**config.mk**
```make
export PLATFORM = sky130hd
export DESIGN_NAME = base64_stream_decoder_unit
export DESIGN_NICKNAME = d
export VERILOG_FILES = /design/src/rtl/b64sd_pkg.sv /design/src/rtl/b64sd_front.sv /design/src/rtl/b64sd_queue.sv /design/src/rtl/b64sd_back.sv /design/src/rtl/base64_stream_decoder_unit.sv
export SDC_FILE = /design/constraint.sdc
export NUM_CORES = 1
export LEC_CHECK = 0
export BUFFER_PORTS_ARGS = -buffer_cell sky130_fd_sc_hd__buf_2
export CORE_UTILIZATION = 48
export CTS_CLUSTER_DIAMETER = 80
export DETAILED_ROUTE_END_ITERATION = 10
export SLEW_MARGIN = 30
export SYNTH_ARGS = -nofsm -noshare
export SYNTH_HDL_FRONTEND = slang
export SYNTH_SLANG_ARGS = --single-unit
```
**constraint.sdc**
```tcl
create_clock -name clk -period 10.6 [get_ports clk]
set_input_delay 2.12 -clock clk [delete_from_list [all_inputs] [get_ports clk]]
set_output_delay 2.12 -clock clk [all_outputs]
set_load 0.01 [all_outputs]
```
**src/rtl/b64sd_pkg.sv**
```systemverilog
`timescale 1ns / 1ps
package b64sd_pkg;

  localparam int unsigned CFG_IDX_W = 2;
  localparam logic [CFG_IDX_W-1:0] CFG_IDX_SIXTY_TWO   = 2'd0;
  localparam logic [CFG_IDX_W-1:0] CFG_IDX_SIXTY_THREE = 2'd1;
  localparam logic [CFG_IDX_W-1:0] CFG_IDX_PAD         = 2'd2;

  localparam logic [7:0] CHAR_SIXTY_TWO_RST   = 8'd43;
  localparam logic [7:0] CHAR_SIXTY_THREE_RST = 8'd47;
  localparam logic [7:0] PAD_CHAR_RST         = 8'd61;

  localparam logic [7:0] DIG_INVALID = 8'd255;
  localparam logic [6:0] DIG_SIXTY_TWO   = 7'd62;
  localparam logic [6:0] DIG_SIXTY_THREE = 7'd63;
  localparam logic [6:0] DIG_PAD         = 7'd64;
  localparam logic [6:0] DIG_LOWER_BASE  = 7'd26;
  localparam logic [6:0] DIG_DECIMAL_BASE = 7'd52;

  typedef logic [6:0] digit_t;
  typedef logic [7:0] byte_t;

  typedef struct packed {
    byte_t [2:0] bytes;
    logic [1:0]  nb;
    logic        last;
    logic        inv;
  } job_t;

  typedef struct packed {
    byte_t [2:0] bytes;
    logic [1:0]  nb;
  } grp_t;

  function automatic logic is_space(input byte_t c);
    is_space = (c == 8'h20) || (c == 8'h09) || (c == 8'h0d) || (c == 8'h0a);
  endfunction

  function automatic byte_t map_digit(input byte_t c, input byte_t c62,
                                      input byte_t c63, input byte_t pad);
    byte_t r;
    r = DIG_INVALID;
    if (c >= 8'h41 && c <= 8'h5a) begin
      r = c - 8'h41;
    end else if (c >= 8'h61 && c <= 8'h7a) begin
      r = c - 8'h61 + {1'b0, DIG_LOWER_BASE};
    end else if (c >= 8'h30 && c <= 8'h39) begin
      r = c - 8'h30 + {1'b0, DIG_DECIMAL_BASE};
    end else if (c == c62) begin
      r = {1'b0, DIG_SIXTY_TWO};
    end else if (c == c63) begin
      r = {1'b0, DIG_SIXTY_THREE};
    end else if (c == pad) begin
      r = {1'b0, DIG_PAD};
    end
    map_digit = r;
  endfunction

  // bytes from the front of a group of n digits, up to the first digit above 63
  function automatic grp_t group_bytes(input digit_t [3:0] d, input logic [2:0] n);
    grp_t g;
    g = '0;
    if (n >= 3'd2 && !d[0][6] && !d[1][6]) begin
      g.bytes[0] = {d[0][5:0], d[1][5:4]};
      g.nb = 2'd1;
      if (n >= 3'd3 && !d[2][6]) begin
        g.bytes[1] = {d[1][3:0], d[2][5:2]};
        g.nb = 2'd2;
        if (n >= 3'd4 && !d[3][6]) begin
          g.bytes[2] = {d[2][1:0], d[3][5:0]};
          g.nb = 2'd3;
        end
      end
    end
    group_bytes = g;
  endfunction

endpackage

```
**src/rtl/b64sd_front.sv**
```systemverilog
`timescale 1ns / 1ps
module b64sd_front import b64sd_pkg::*; (
  input  logic                 clk,
  input  logic                 rst_n,
  input  logic                 cfg_we,
  input  logic [CFG_IDX_W-1:0] cfg_index,
  input  logic [7:0]           cfg_wdata,
  input  logic                 accept,
  input  logic [7:0]           ch,
  input  logic                 is_last,
  output logic                 push,
  output job_t                 push_job
);

  byte_t      c62_r, c63_r, pad_r;
  digit_t     held_r [3];
  digit_t     held_nxt [3];
  logic [1:0] cnt_r, cnt_nxt;
  logic       stopped_r, stopped_nxt;

  byte_t        dig;
  logic         act, inval;
  digit_t [3:0] wdig;
  logic [2:0]   n;
  grp_t         grp;

  always_ff @(posedge clk) begin
    if (!rst_n) begin
      c62_r <= CHAR_SIXTY_TWO_RST;
      c63_r <= CHAR_SIXTY_THREE_RST;
      pad_r <= PAD_CHAR_RST;
    end else if (cfg_we) begin
      unique case (cfg_index)
        CFG_IDX_SIXTY_TWO:   c62_r <= cfg_wdata;
        CFG_IDX_SIXTY_THREE: c63_r <= cfg_wdata;
        CFG_IDX_PAD:         pad_r <= cfg_wdata;
        default: ;
      endcase
    end
  end

  always_comb begin
    dig   = map_digit(ch, c62_r, c63_r, pad_r);
    act   = !stopped_r && !is_space(ch);
    inval = (dig == DIG_INVALID);
    cnt_nxt     = cnt_r;
    stopped_nxt = stopped_r;
    for (int i = 0; i < 3; i++) begin
      held_nxt[i] = held_r[i];
    end
    n = 3'd0;
    if (act && inval) begin
      n           = {1'b0, cnt_r};
      cnt_nxt     = 2'd0;
      stopped_nxt = 1'b1;
    end else if (act && cnt_r == 2'd3) begin
      n       = 3'd4;
      cnt_nxt = 2'd0;
    end else if (act) begin
      for (int i = 0; i < 3; i++) begin
        if (cnt_r == 2'(i)) held_nxt[i] = dig[6:0];
      end
      cnt_nxt = cnt_r + 2'd1;
      if (is_last) n = {1'b0, cnt_nxt};
    end else if (is_last) begin
      n = {1'b0, cnt_r};
    end
    for (int i = 0; i < 3; i++) begin
      wdig[i] = held_nxt[i];
    end
    wdig[3] = dig[6:0];
    grp = group_bytes(wdig, n);

    push_job.bytes = grp.bytes;
    push_job.nb    = grp.nb;
    push_job.last  = is_last;
    push_job.inv   = stopped_nxt;
    push = accept && (is_last || grp.nb != 2'd0);
  end

  always_ff @(posedge clk) begin
    if (!rst_n) begin
      cnt_r     <= 2'd0;
      stopped_r <= 1'b0;
    end else if (accept) begin
      cnt_r     <= is_last ? 2'd0 : cnt_nxt;
      stopped_r <= is_last ? 1'b0 : stopped_nxt;
    end
  end

  always_ff @(posedge clk) begin
    if (accept) begin
      for (int i = 0; i < 3; i++) begin
        held_r[i] <= held_nxt[i];
      end
    end
  end

endmodule

```
**src/rtl/b64sd_queue.sv**
```systemverilog
`timescale 1ns / 1ps
module b64sd_queue import b64sd_pkg::*; #(
  parameter int DEPTH = 4
) (
  input  logic clk,
  input  logic rst_n,
  input  logic push,
  input  job_t push_job,
  input  logic pop,
  output logic full,
  output logic head_valid,
  output job_t head_job
);

  localparam int PW = (DEPTH > 1) ? $clog2(DEPTH) : 1;
  localparam int CW = $clog2(DEPTH + 1);

  job_t          mem_r [DEPTH];
  logic [PW-1:0] wr_ptr_r, rd_ptr_r;
  logic [CW-1:0] count_r, count_nxt;

  function automatic logic [PW-1:0] ptr_inc(input logic [PW-1:0] p);
    ptr_inc = (p == PW'(DEPTH - 1)) ? '0 : p + 1'b1;
  endfunction

  assign full       = (count_r == CW'(DEPTH));
  assign head_valid = (count_r != '0);
  assign head_job   = mem_r[rd_ptr_r];

  always_comb begin
    count_nxt = count_r;
    if (push && !pop) count_nxt = count_r + 1'b1;
    else if (pop && !push) count_nxt = count_r - 1'b1;
  end

  always_ff @(posedge clk) begin
    if (!rst_n) begin
      wr_ptr_r <= '0;
      rd_ptr_r <= '0;
      count_r  <= '0;
    end else begin
      if (push) wr_ptr_r <= ptr_inc(wr_ptr_r);
      if (pop) rd_ptr_r <= ptr_inc(rd_ptr_r);
      count_r <= count_nxt;
    end
  end

  always_ff @(posedge clk) begin
    if (push) mem_r[wr_ptr_r] <= push_job;
  end

endmodule

```
**src/rtl/b64sd_back.sv**
```systemverilog
`timescale 1ns / 1ps
module b64sd_back import b64sd_pkg::*; (
  input  logic       clk,
  input  logic       rst_n,
  input  logic       head_valid,
  input  job_t       head_job,
  output logic       pop,
  output logic       out_valid,
  input  logic       out_stall,
  output logic [7:0] out_data_byte,
  output logic       out_byte_valid,
  output logic       out_run_last,
  output logic       out_done_res,
  output logic       out_stopped_invalid
);

  logic [1:0] k_r, k_nxt;
  logic [1:0] nres_m1;
  logic       fin;

  always_comb begin
    nres_m1 = (head_job.nb == 2'd0) ? 2'd0 : head_job.nb - 2'd1;
    fin     = (k_r == nres_m1);

    out_valid           = head_valid;
    out_byte_valid      = (k_r < head_job.nb);
    out_data_byte       = out_byte_valid ? head_job.bytes[k_r] : 8'd0;
    out_run_last        = fin;
    out_done_res        = fin && head_job.last;
    out_stopped_invalid = fin && head_job.last && head_job.inv;

    pop   = head_valid && !out_stall && fin;
    k_nxt = k_r;
    if (head_valid && !out_stall) k_nxt = fin ? 2'd0 : k_r + 2'd1;
  end

  always_ff @(posedge clk) begin
    if (!rst_n) begin
      k_r <= 2'd0;
    end else begin
      k_r <= k_nxt;
    end
  end

endmodule

```
**src/rtl/base64_stream_decoder_unit.sv**
```systemverilog
`timescale 1ns / 1ps
// Streaming Base64 decoder. One character is taken per cycle while the result queue
// (QDEPTH entries, one per character that causes results) has room; whitespace is skipped
// and the digit set for 62, 63 and padding comes from three registers written over the cfg
// port, by the user only while idle; the block does not enforce it. Results leave one per
// cycle while out_stall is low, the first in the cycle after its character is taken at the
// earliest, so a character that completes a group can hold the output side for up to three
// results, absorbed by the queue between classifier and output sequencer. No run of
// characters causes more than one result per character on average, so with no output stall
// the input takes a character every cycle and in_stall rises only when out_stall backs the
// queue up. A message's last result has done_res, and stopped_invalid on a bad character.
module base64_stream_decoder_unit import b64sd_pkg::*; #(
  parameter int QDEPTH = 4
) (
  input  logic                 clk,
  input  logic                 rst_n,
  input  logic                 cfg_we,
  input  logic [CFG_IDX_W-1:0] cfg_index,
  input  logic [7:0]           cfg_wdata,
  input  logic                 in_valid,
  output logic                 in_stall,
  input  logic [7:0]           in_ch,
  input  logic                 in_is_last,
  output logic                 out_valid,
  input  logic                 out_stall,
  output logic [7:0]           out_data_byte,
  output logic                 out_byte_valid,
  output logic                 out_run_last,
  output logic                 out_done_res,
  output logic                 out_stopped_invalid
);

  logic accept, push, pop, full, head_valid;
  job_t push_job, head_job;

  assign in_stall = full;
  assign accept   = in_valid && !full;

  b64sd_front u_front (
    .clk       (clk),
    .rst_n     (rst_n),
    .cfg_we    (cfg_we),
    .cfg_index (cfg_index),
    .cfg_wdata (cfg_wdata),
    .accept    (accept),
    .ch        (in_ch),
    .is_last   (in_is_last),
    .push      (push),
    .push_job  (push_job)
  );

  b64sd_queue #(.DEPTH(QDEPTH)) u_queue (
    .clk        (clk),
    .rst_n      (rst_n),
    .push       (push),
    .push_job   (push_job),
    .pop        (pop),
    .full       (full),
    .head_valid (head_valid),
    .head_job   (head_job)
  );

  b64sd_back u_back (
    .clk                 (clk),
    .rst_n               (rst_n),
    .head_valid          (head_valid),
    .head_job            (head_job),
    .pop                 (pop),
    .out_valid           (out_valid),
    .out_stall           (out_stall),
    .out_data_byte       (out_data_byte),
    .out_byte_valid      (out_byte_valid),
    .out_run_last        (out_run_last),
    .out_done_res        (out_done_res),
    .out_stopped_invalid (out_stopped_invalid)
  );

endmodule

```
Yosys cells after proc, flatten, opt, wreduce, memory -nomap -nowiden --
Memories as Yosys holds them, arrays and structs flattened. A register that Yosys moved wholly into a read port is not among the register bits. Index checks and enable logic that the tools add are counted.
Storage, ports and cells: register bits 36, memory bits (writable) 133, bits of input ports 24, output and inout port bits 14, logic and storage cells 137, memories 2
Operators by class: add/sub/neg operators 12, $lt $le $gt $ge 11, equality and inequality tests 17, multiplexer cells 43, reduce and logical (&&, ||, !) cells 43
Memory list:
- u_queue.mem_r | depth 4, bits a word 28, rd ports 1, clocked after Yosys merged registers in 1, write ports 1, RTL line b64sd_queue.sv:18 | job_t mem_r [DEPTH];
- u_front.held_r | depth 3, bits a word 7, rd ports 3, clocked after Yosys merged registers in 0, write ports 3, RTL line b64sd_front.sv:16 | digit_t held_r [3];
Operators with widths (number):
- $mux 8 | 9
- $mux 21 | 3
- $mux 2 | 13
- $mux 26 | 1
- $eq 8x4->1 const B | 3
- $eq 8x8->1 | 3
- $mux 7 | 3
- $logic_and 1x1->1 | 18
- $bmux 8 s2 | 1
- $ge 8x7->1 const B | 2
- $le 8x7->1 const B | 2
- $mux 16 | 1
- $sub 8x7->8 const B | 2
- $mux 3 | 5
- $eq 2x2->1 const B | 5
- $logic_not 1->1 | 10
- $add 2x1->2 const B | 4
- $add 8x5->8 const B | 1
- $add 8x6->8 const B | 1
- $eq 8x6->1 const B | 1
- $eq 8x8->1 const B | 1
- $ge 8x6->1 const B | 1
- $le 8x6->1 const B | 1
- $reduce_and 2->1 | 4
- other kinds (17) | 31

Logic depth before layout (Yosys ltp) --
depth in word-level cells 22, depth in mapped cells 20, depth with buffers taken out 16

Modules after synthesis --
From an unflattened synthesis, not the netlist that was laid out.
Second synthesis, totals: cell total of the unflattened synthesis 645, area total of the unflattened synthesis 8570.7 um^2
By module, submodules not included:
- b64sd_queue | times used 1, cells each 190, area each 4549.4 um^2, sequential area each 3543.4 um^2
- b64sd_front | times used 1, cells each 391, area each 3563.4 um^2, sequential area each 1171.1 um^2
- b64sd_back | times used 1, cells each 63, area each 444.2 um^2, sequential area each 40.0 um^2
- base64_stream_decoder_unit | times used 1, cells each 1, area each 13.8 um^2, sequential area each 0.0 um^2

Worst setup path before layout --
Ideal clock, no wire load.
path kind input to register, start point input port in_ch[1], end point register u_queue.count_r[2], library setup time 0.076 ns, arrival 5.946 ns, data required time 10.524 ns, path slack 4.578 ns, stages on the path 19, buffers on the path 3, cell sequence buf_2 inv_1 ha_1 nor2b_1 o21a_1 or3_1 buf_2 o221ai_2 a22o_4 nor4b_4 and3_1 o31a_1 buf_2 ha_1 inv_1 fa_1 xor2_1 or3_1 a21boi_0
Between the ends: word-level cells in the longest chain between the ends 21, elaborated cells between the ends (all ways) 66, those cells by class 5 x add/sub; 9 x order compare; 8 x eq/ne; 19 x mux; 25 x reduce/logical
Ends and longest elaborated chain:
- start: declaration | RTL line base64_stream_decoder_unit.sv:22 | input logic [7:0] in_ch,
- branches (longest 14 deep; another with $sub 8x6->8)
- $mux 26 (*) | RTL line b64sd_pkg.sv:63 | if (n >= 3'd2 && !d[0][6] && !d[1][6]) begin
- $reduce_bool 2->1 (*) | RTL line b64sd_front.sv:78 | push = accept && (is_last || grp.nb != 2'd0);
- $logic_or 1x1->1 (*) | RTL line b64sd_front.sv:78
- $logic_and 1x1->1 (*) | RTL line b64sd_front.sv:78
- via push | RTL line base64_stream_decoder_unit.sv:33 | logic accept, push, pop, full, head_valid;
- $logic_not 1->1 | RTL line b64sd_queue.sv:33 | else if (pop && !push) count_nxt = count_r - 1'b1;
- $logic_and 1x1->1 | RTL line b64sd_queue.sv:33
- $reduce_bool 2->1 (no source line)
- end signal: assignment | RTL line b64sd_queue.sv:44 | count_r <= count_nxt;
- end: declaration | RTL line b64sd_queue.sv:20 | logic [CW-1:0] count_r, count_nxt;
Mark *: on every way through the listed nets, which the timed path passes. A chain may end at the register's enable or synchronous reset.

Worst setup path after layout --
start point input port in_ch[2], end point register u_queue.count_r[2]
Between the ends: word-level cells in the longest chain between the ends 21, elaborated cells between the ends (all ways) 66, those cells by class 5 x add/sub; 9 x order compare; 8 x eq/ne; 19 x mux; 25 x reduce/logical
Ends and longest elaborated chain (RTL line):
- branches (longest 14 deep; another with $sub 8x6->8)
- $mux 26 (*) | b64sd_pkg.sv:63
- $reduce_bool 2->1 (*) | b64sd_front.sv:78
- $logic_or 1x1->1 (*) | b64sd_front.sv:78
- $logic_and 1x1->1 (*) | b64sd_front.sv:78
- $logic_not 1->1 | b64sd_queue.sv:33
- $logic_and 1x1->1 | b64sd_queue.sv:33
- $reduce_bool 2->1 (no source line)
Mark *: on every way between the ends.

==> results.md <==
* CTS tree: yes
* Async set or reset register ratio after synthesis at 0%
* Starting Density at 49.46%
* Final slew viol count at 0
* Worst Setup Start Kind: input port
* Antenna violations before repair at 0
* Routed WL at 17180 um
* Layout cell share with drive strength beyond 1 at 21.59%
* Commonest cells after routing, fill and taps aside: edfxtp_1, nand2_1, dfxtp_1, buf_2, mux4_2
* Net count, final at 699
* Largest net degree at the start of global routing at 39
* Synth Warn # at 0
* Fmax at 161.1 MHz
* Clk_lat worst skew at 420 ps
* RSZ-0062 raised after global routing: false
* Number of synthesized flops with an enable pin at 133
* Syn nets at 664
* Average size of a mapped cell at 13.30 um2
* Global-route wire length before repair at 27610 um
* TNS Setup at 0 ps
* CTS H-tree lvls at 4
* Worst r2r src: u_front.c62_r[6]
* Worst Path Class, Setup: input port to register
* DR pass1 iterations at 4
* Die Y at 133.0 um
* Hold buffer count at cts at 0
* Residual DRC at 0
* R2r endpoint: u_queue.count_r[2]
* Worst setup path start: in_ch[2]
* CP Max Fanout at 15
* Reg clk slew, reported paths at 70 ps
* CP endpoint: u_queue.count_r[2]
* Clock Path Buffers at 2
* Worst-Margin Slew at 808.7 ps
* Vias in the first global route at 5045
* Die Wd at 133.0 um
* Setup bufs post-CTS at 0
* LEAKAGE at 3.375 nW
* Top_reg_cell synth: edfxtp_1
* # diodes at 0
* Root buffer cell: clkbuf_16
* Final setup violation count at 0
* Cell area power density at 196.4 nW/um2
* Slew margin rel. at 45.59%
* Layout area overhead at 11.89%
* CTS Buf Count at 17
* Synth unique cells at 62
* WHS at 483.2 ps
* HPWL Detailed at 11690 um
* Total global routing overflow at 0
* Number of nets with antenna violations after routing at 0
* Area of the core at 16640 um2
* Max_cap viols at 0
* Worst vdd ir at 0.1104 mV
* # port buffers at 37
* Setup slack, reg-to-reg at 6520 ps
* Hold Fails Final Rpt at 0
* Seq/Total Area, Yosys at 57.76%
* FP Rows at 47
* Type of the most critical hold path: register to register
* Crit path arrival time at 6550 ps
* Commonest non-fill, non-tap cell in the layout: edfxtp_1
* Max Clock Skew at 8.957 ps
* Period minus WS final at 6206 ps
* CTS Sinks at 171
* Vias at 5008
* Post_cts resized at 0
* IO Pins at 38
* Post-synthesis instance total at 619
* FF+latch count, synth at 171
* DR iter-0 viols at 292
* Die footprint at 17680 um2
* Worst reg-to-reg path cell count at 14
* RePlAce Congestion at 0.9361
* Worst Path Required at 10950 ps
* Post-DR vias/cell at 5.646
* Util after Layout at 55.34%
* Wirelength per Cell at 19.37 um
* GR Util All Layers at 20.63%
* Post-Syn Area at 8232 um2
* CP Capture Type: register
* Crit share post-route at 58.54%
* Status: completed
-- state kept, by name, summed over array words and instances, names as in the netlist, named ones only --
name	flops
u_front.stopped_r	1
u_front.cnt_r	2
u_front.c62_r	8
u_front.c63_r	8
u_queue.mem_r	112
u_front.pad_r	8
u_front.held_r	21
u_queue.rd_ptr_r	2
u_back.k_r	2
u_queue.wr_ptr_r	2
u_queue.count_r	3
-- cell families (layout without fill, tap and decap cells) --
logic type,Yosys count,count (layout),share of synthesized area [%]
mux,70,70,13.13
fa+ha+maj,21,21,3.283
xor+xnor,29,29,3.086
flops,171,171,57.76
buf+inv,52,100,2.736
compound gates,81,81,6.916
simple gates,195,195,13.09
-- metrics by stage --
step / cells / cell area, um2 / total power [W] / worst slack (ps)
after floorplan: 619 / 8232 / 0.001104 / 4578
after global placement: 855 / 8617 / 0.001206 / 4066
after detailed placement: 855 / 8620 / 0.001216 / 3970
after CTS: 887 / 9210 / 0.001826 / 4397
after global routing: 887 / 9210 / 0.001891 / 4152
final: 887 / 9210 / 0.001809 / 4394
-- routing by layer --
| metal | routed length (um) | track usage (%) | share of wire, % | vias to the layer above |
|---|---|---|---|---|
| met5 | 0 | 0 | 0 | - |
| met4 | 176 | 6.513 | 1.0 | 0 |
| met3 | 699 | 3.870 | 4.1 | 15 |
| met2 | 8378 | 33.97 | 49 | 122 |
| met1 | 7924 | 27.63 | 46 | 2492 |
| li1 | - | - | - | 2379 |
-- where the power goes --
group	internal (W)	switching [W]	total (W)
sequential	0.000786	0.0000449	0.000831
clock	0.000334	0.000278	0.000613
combinational	0.000178	0.000188	0.000366
-- area by class of cell --
class / instances / area [um2]
Fill cell: 1364 / 7432
Sequential cell: 171 / 4758
Multi-Input combinational cell: 396 / 3254
Clock buffer: 18 / 429.2
Tap cell: 220 / 275.3
Timing Repair Buffer: 45 / 245.2
Clock inverter: 14 / 161.4
Inverter: 23 / 86.33
-- cell usage after synthesis, types with 4 or more instances --
cell / instances / area [um2]
edfxtp_1: 133 / 3994
nand2_1: 69 / 259.0
dfxtp_1: 38 / 760.7
mux4_2: 28 / 630.6
inv_1: 23 / 86.33
nor2b_1: 22 / 137.6
mux2_2: 21 / 236.5
ha_1: 20 / 250.2
mux2i_1: 20 / 200.2
xor2_1: 18 / 157.7
a21oi_1: 17 / 85.08
and2_1: 17 / 106.4
nor2_1: 15 / 56.30
nand3_1: 12 / 60.06
clkbuf_1: 11 / 41.29
xnor2_1: 11 / 96.34
o21ai_0: 10 / 50.05
o22ai_1: 10 / 62.56
a21boi_0: 9 / 67.56
and3b_1: 9 / 78.83
buf_2: 9 / 45.04
nor3b_1: 9 / 67.56
nor3_1: 7 / 35.03
a31oi_1: 6 / 37.54
buf_1: 6 / 22.52
nor4_1: 5 / 31.28
or3_1: 5 / 31.28
a21oi_2: 4 / 35.03
and3_1: 4 / 25.02
nand2b_1: 4 / 25.02
nand4_1: 4 / 25.02
or2_2: 4 / 25.02
-- worst max-delay path, stage by stage --
cell,delay (ps)
buf_2,300
inv_1,150
ha_1,300
a21oi_1,190
a211oi_1,100
or3_1,550
o221ai_2,230
a22o_4,190
nor4b_4,440
and3_1,290
o31a_1,310
ha_1,240
inv_1,70
fa_1,430
xor2_1,180
or3_1,310
a21boi_0,160
-- worst min path at each step --
stage / start / to / slack, ps / cells after the start
3_3_place_gp: u_front.c63_r[4] / u_front.c63_r[4] / 470 / 2
3_5_place_dp: u_front.c63_r[4] / u_front.c63_r[4] / 470 / 2
2_1_floorplan: u_front.stopped_r / u_front.stopped_r / 450 / 2
4_1_cts: u_front.c63_r[4] / u_front.c63_r[4] / 490 / 2
5_1_grt: u_front.pad_r[5] / u_front.pad_r[5] / 510 / 2
6_report: u_front.c63_r[4] / u_front.c63_r[4] / 480 / 2
Note: power is estimated with default switching activity, not from simulation.
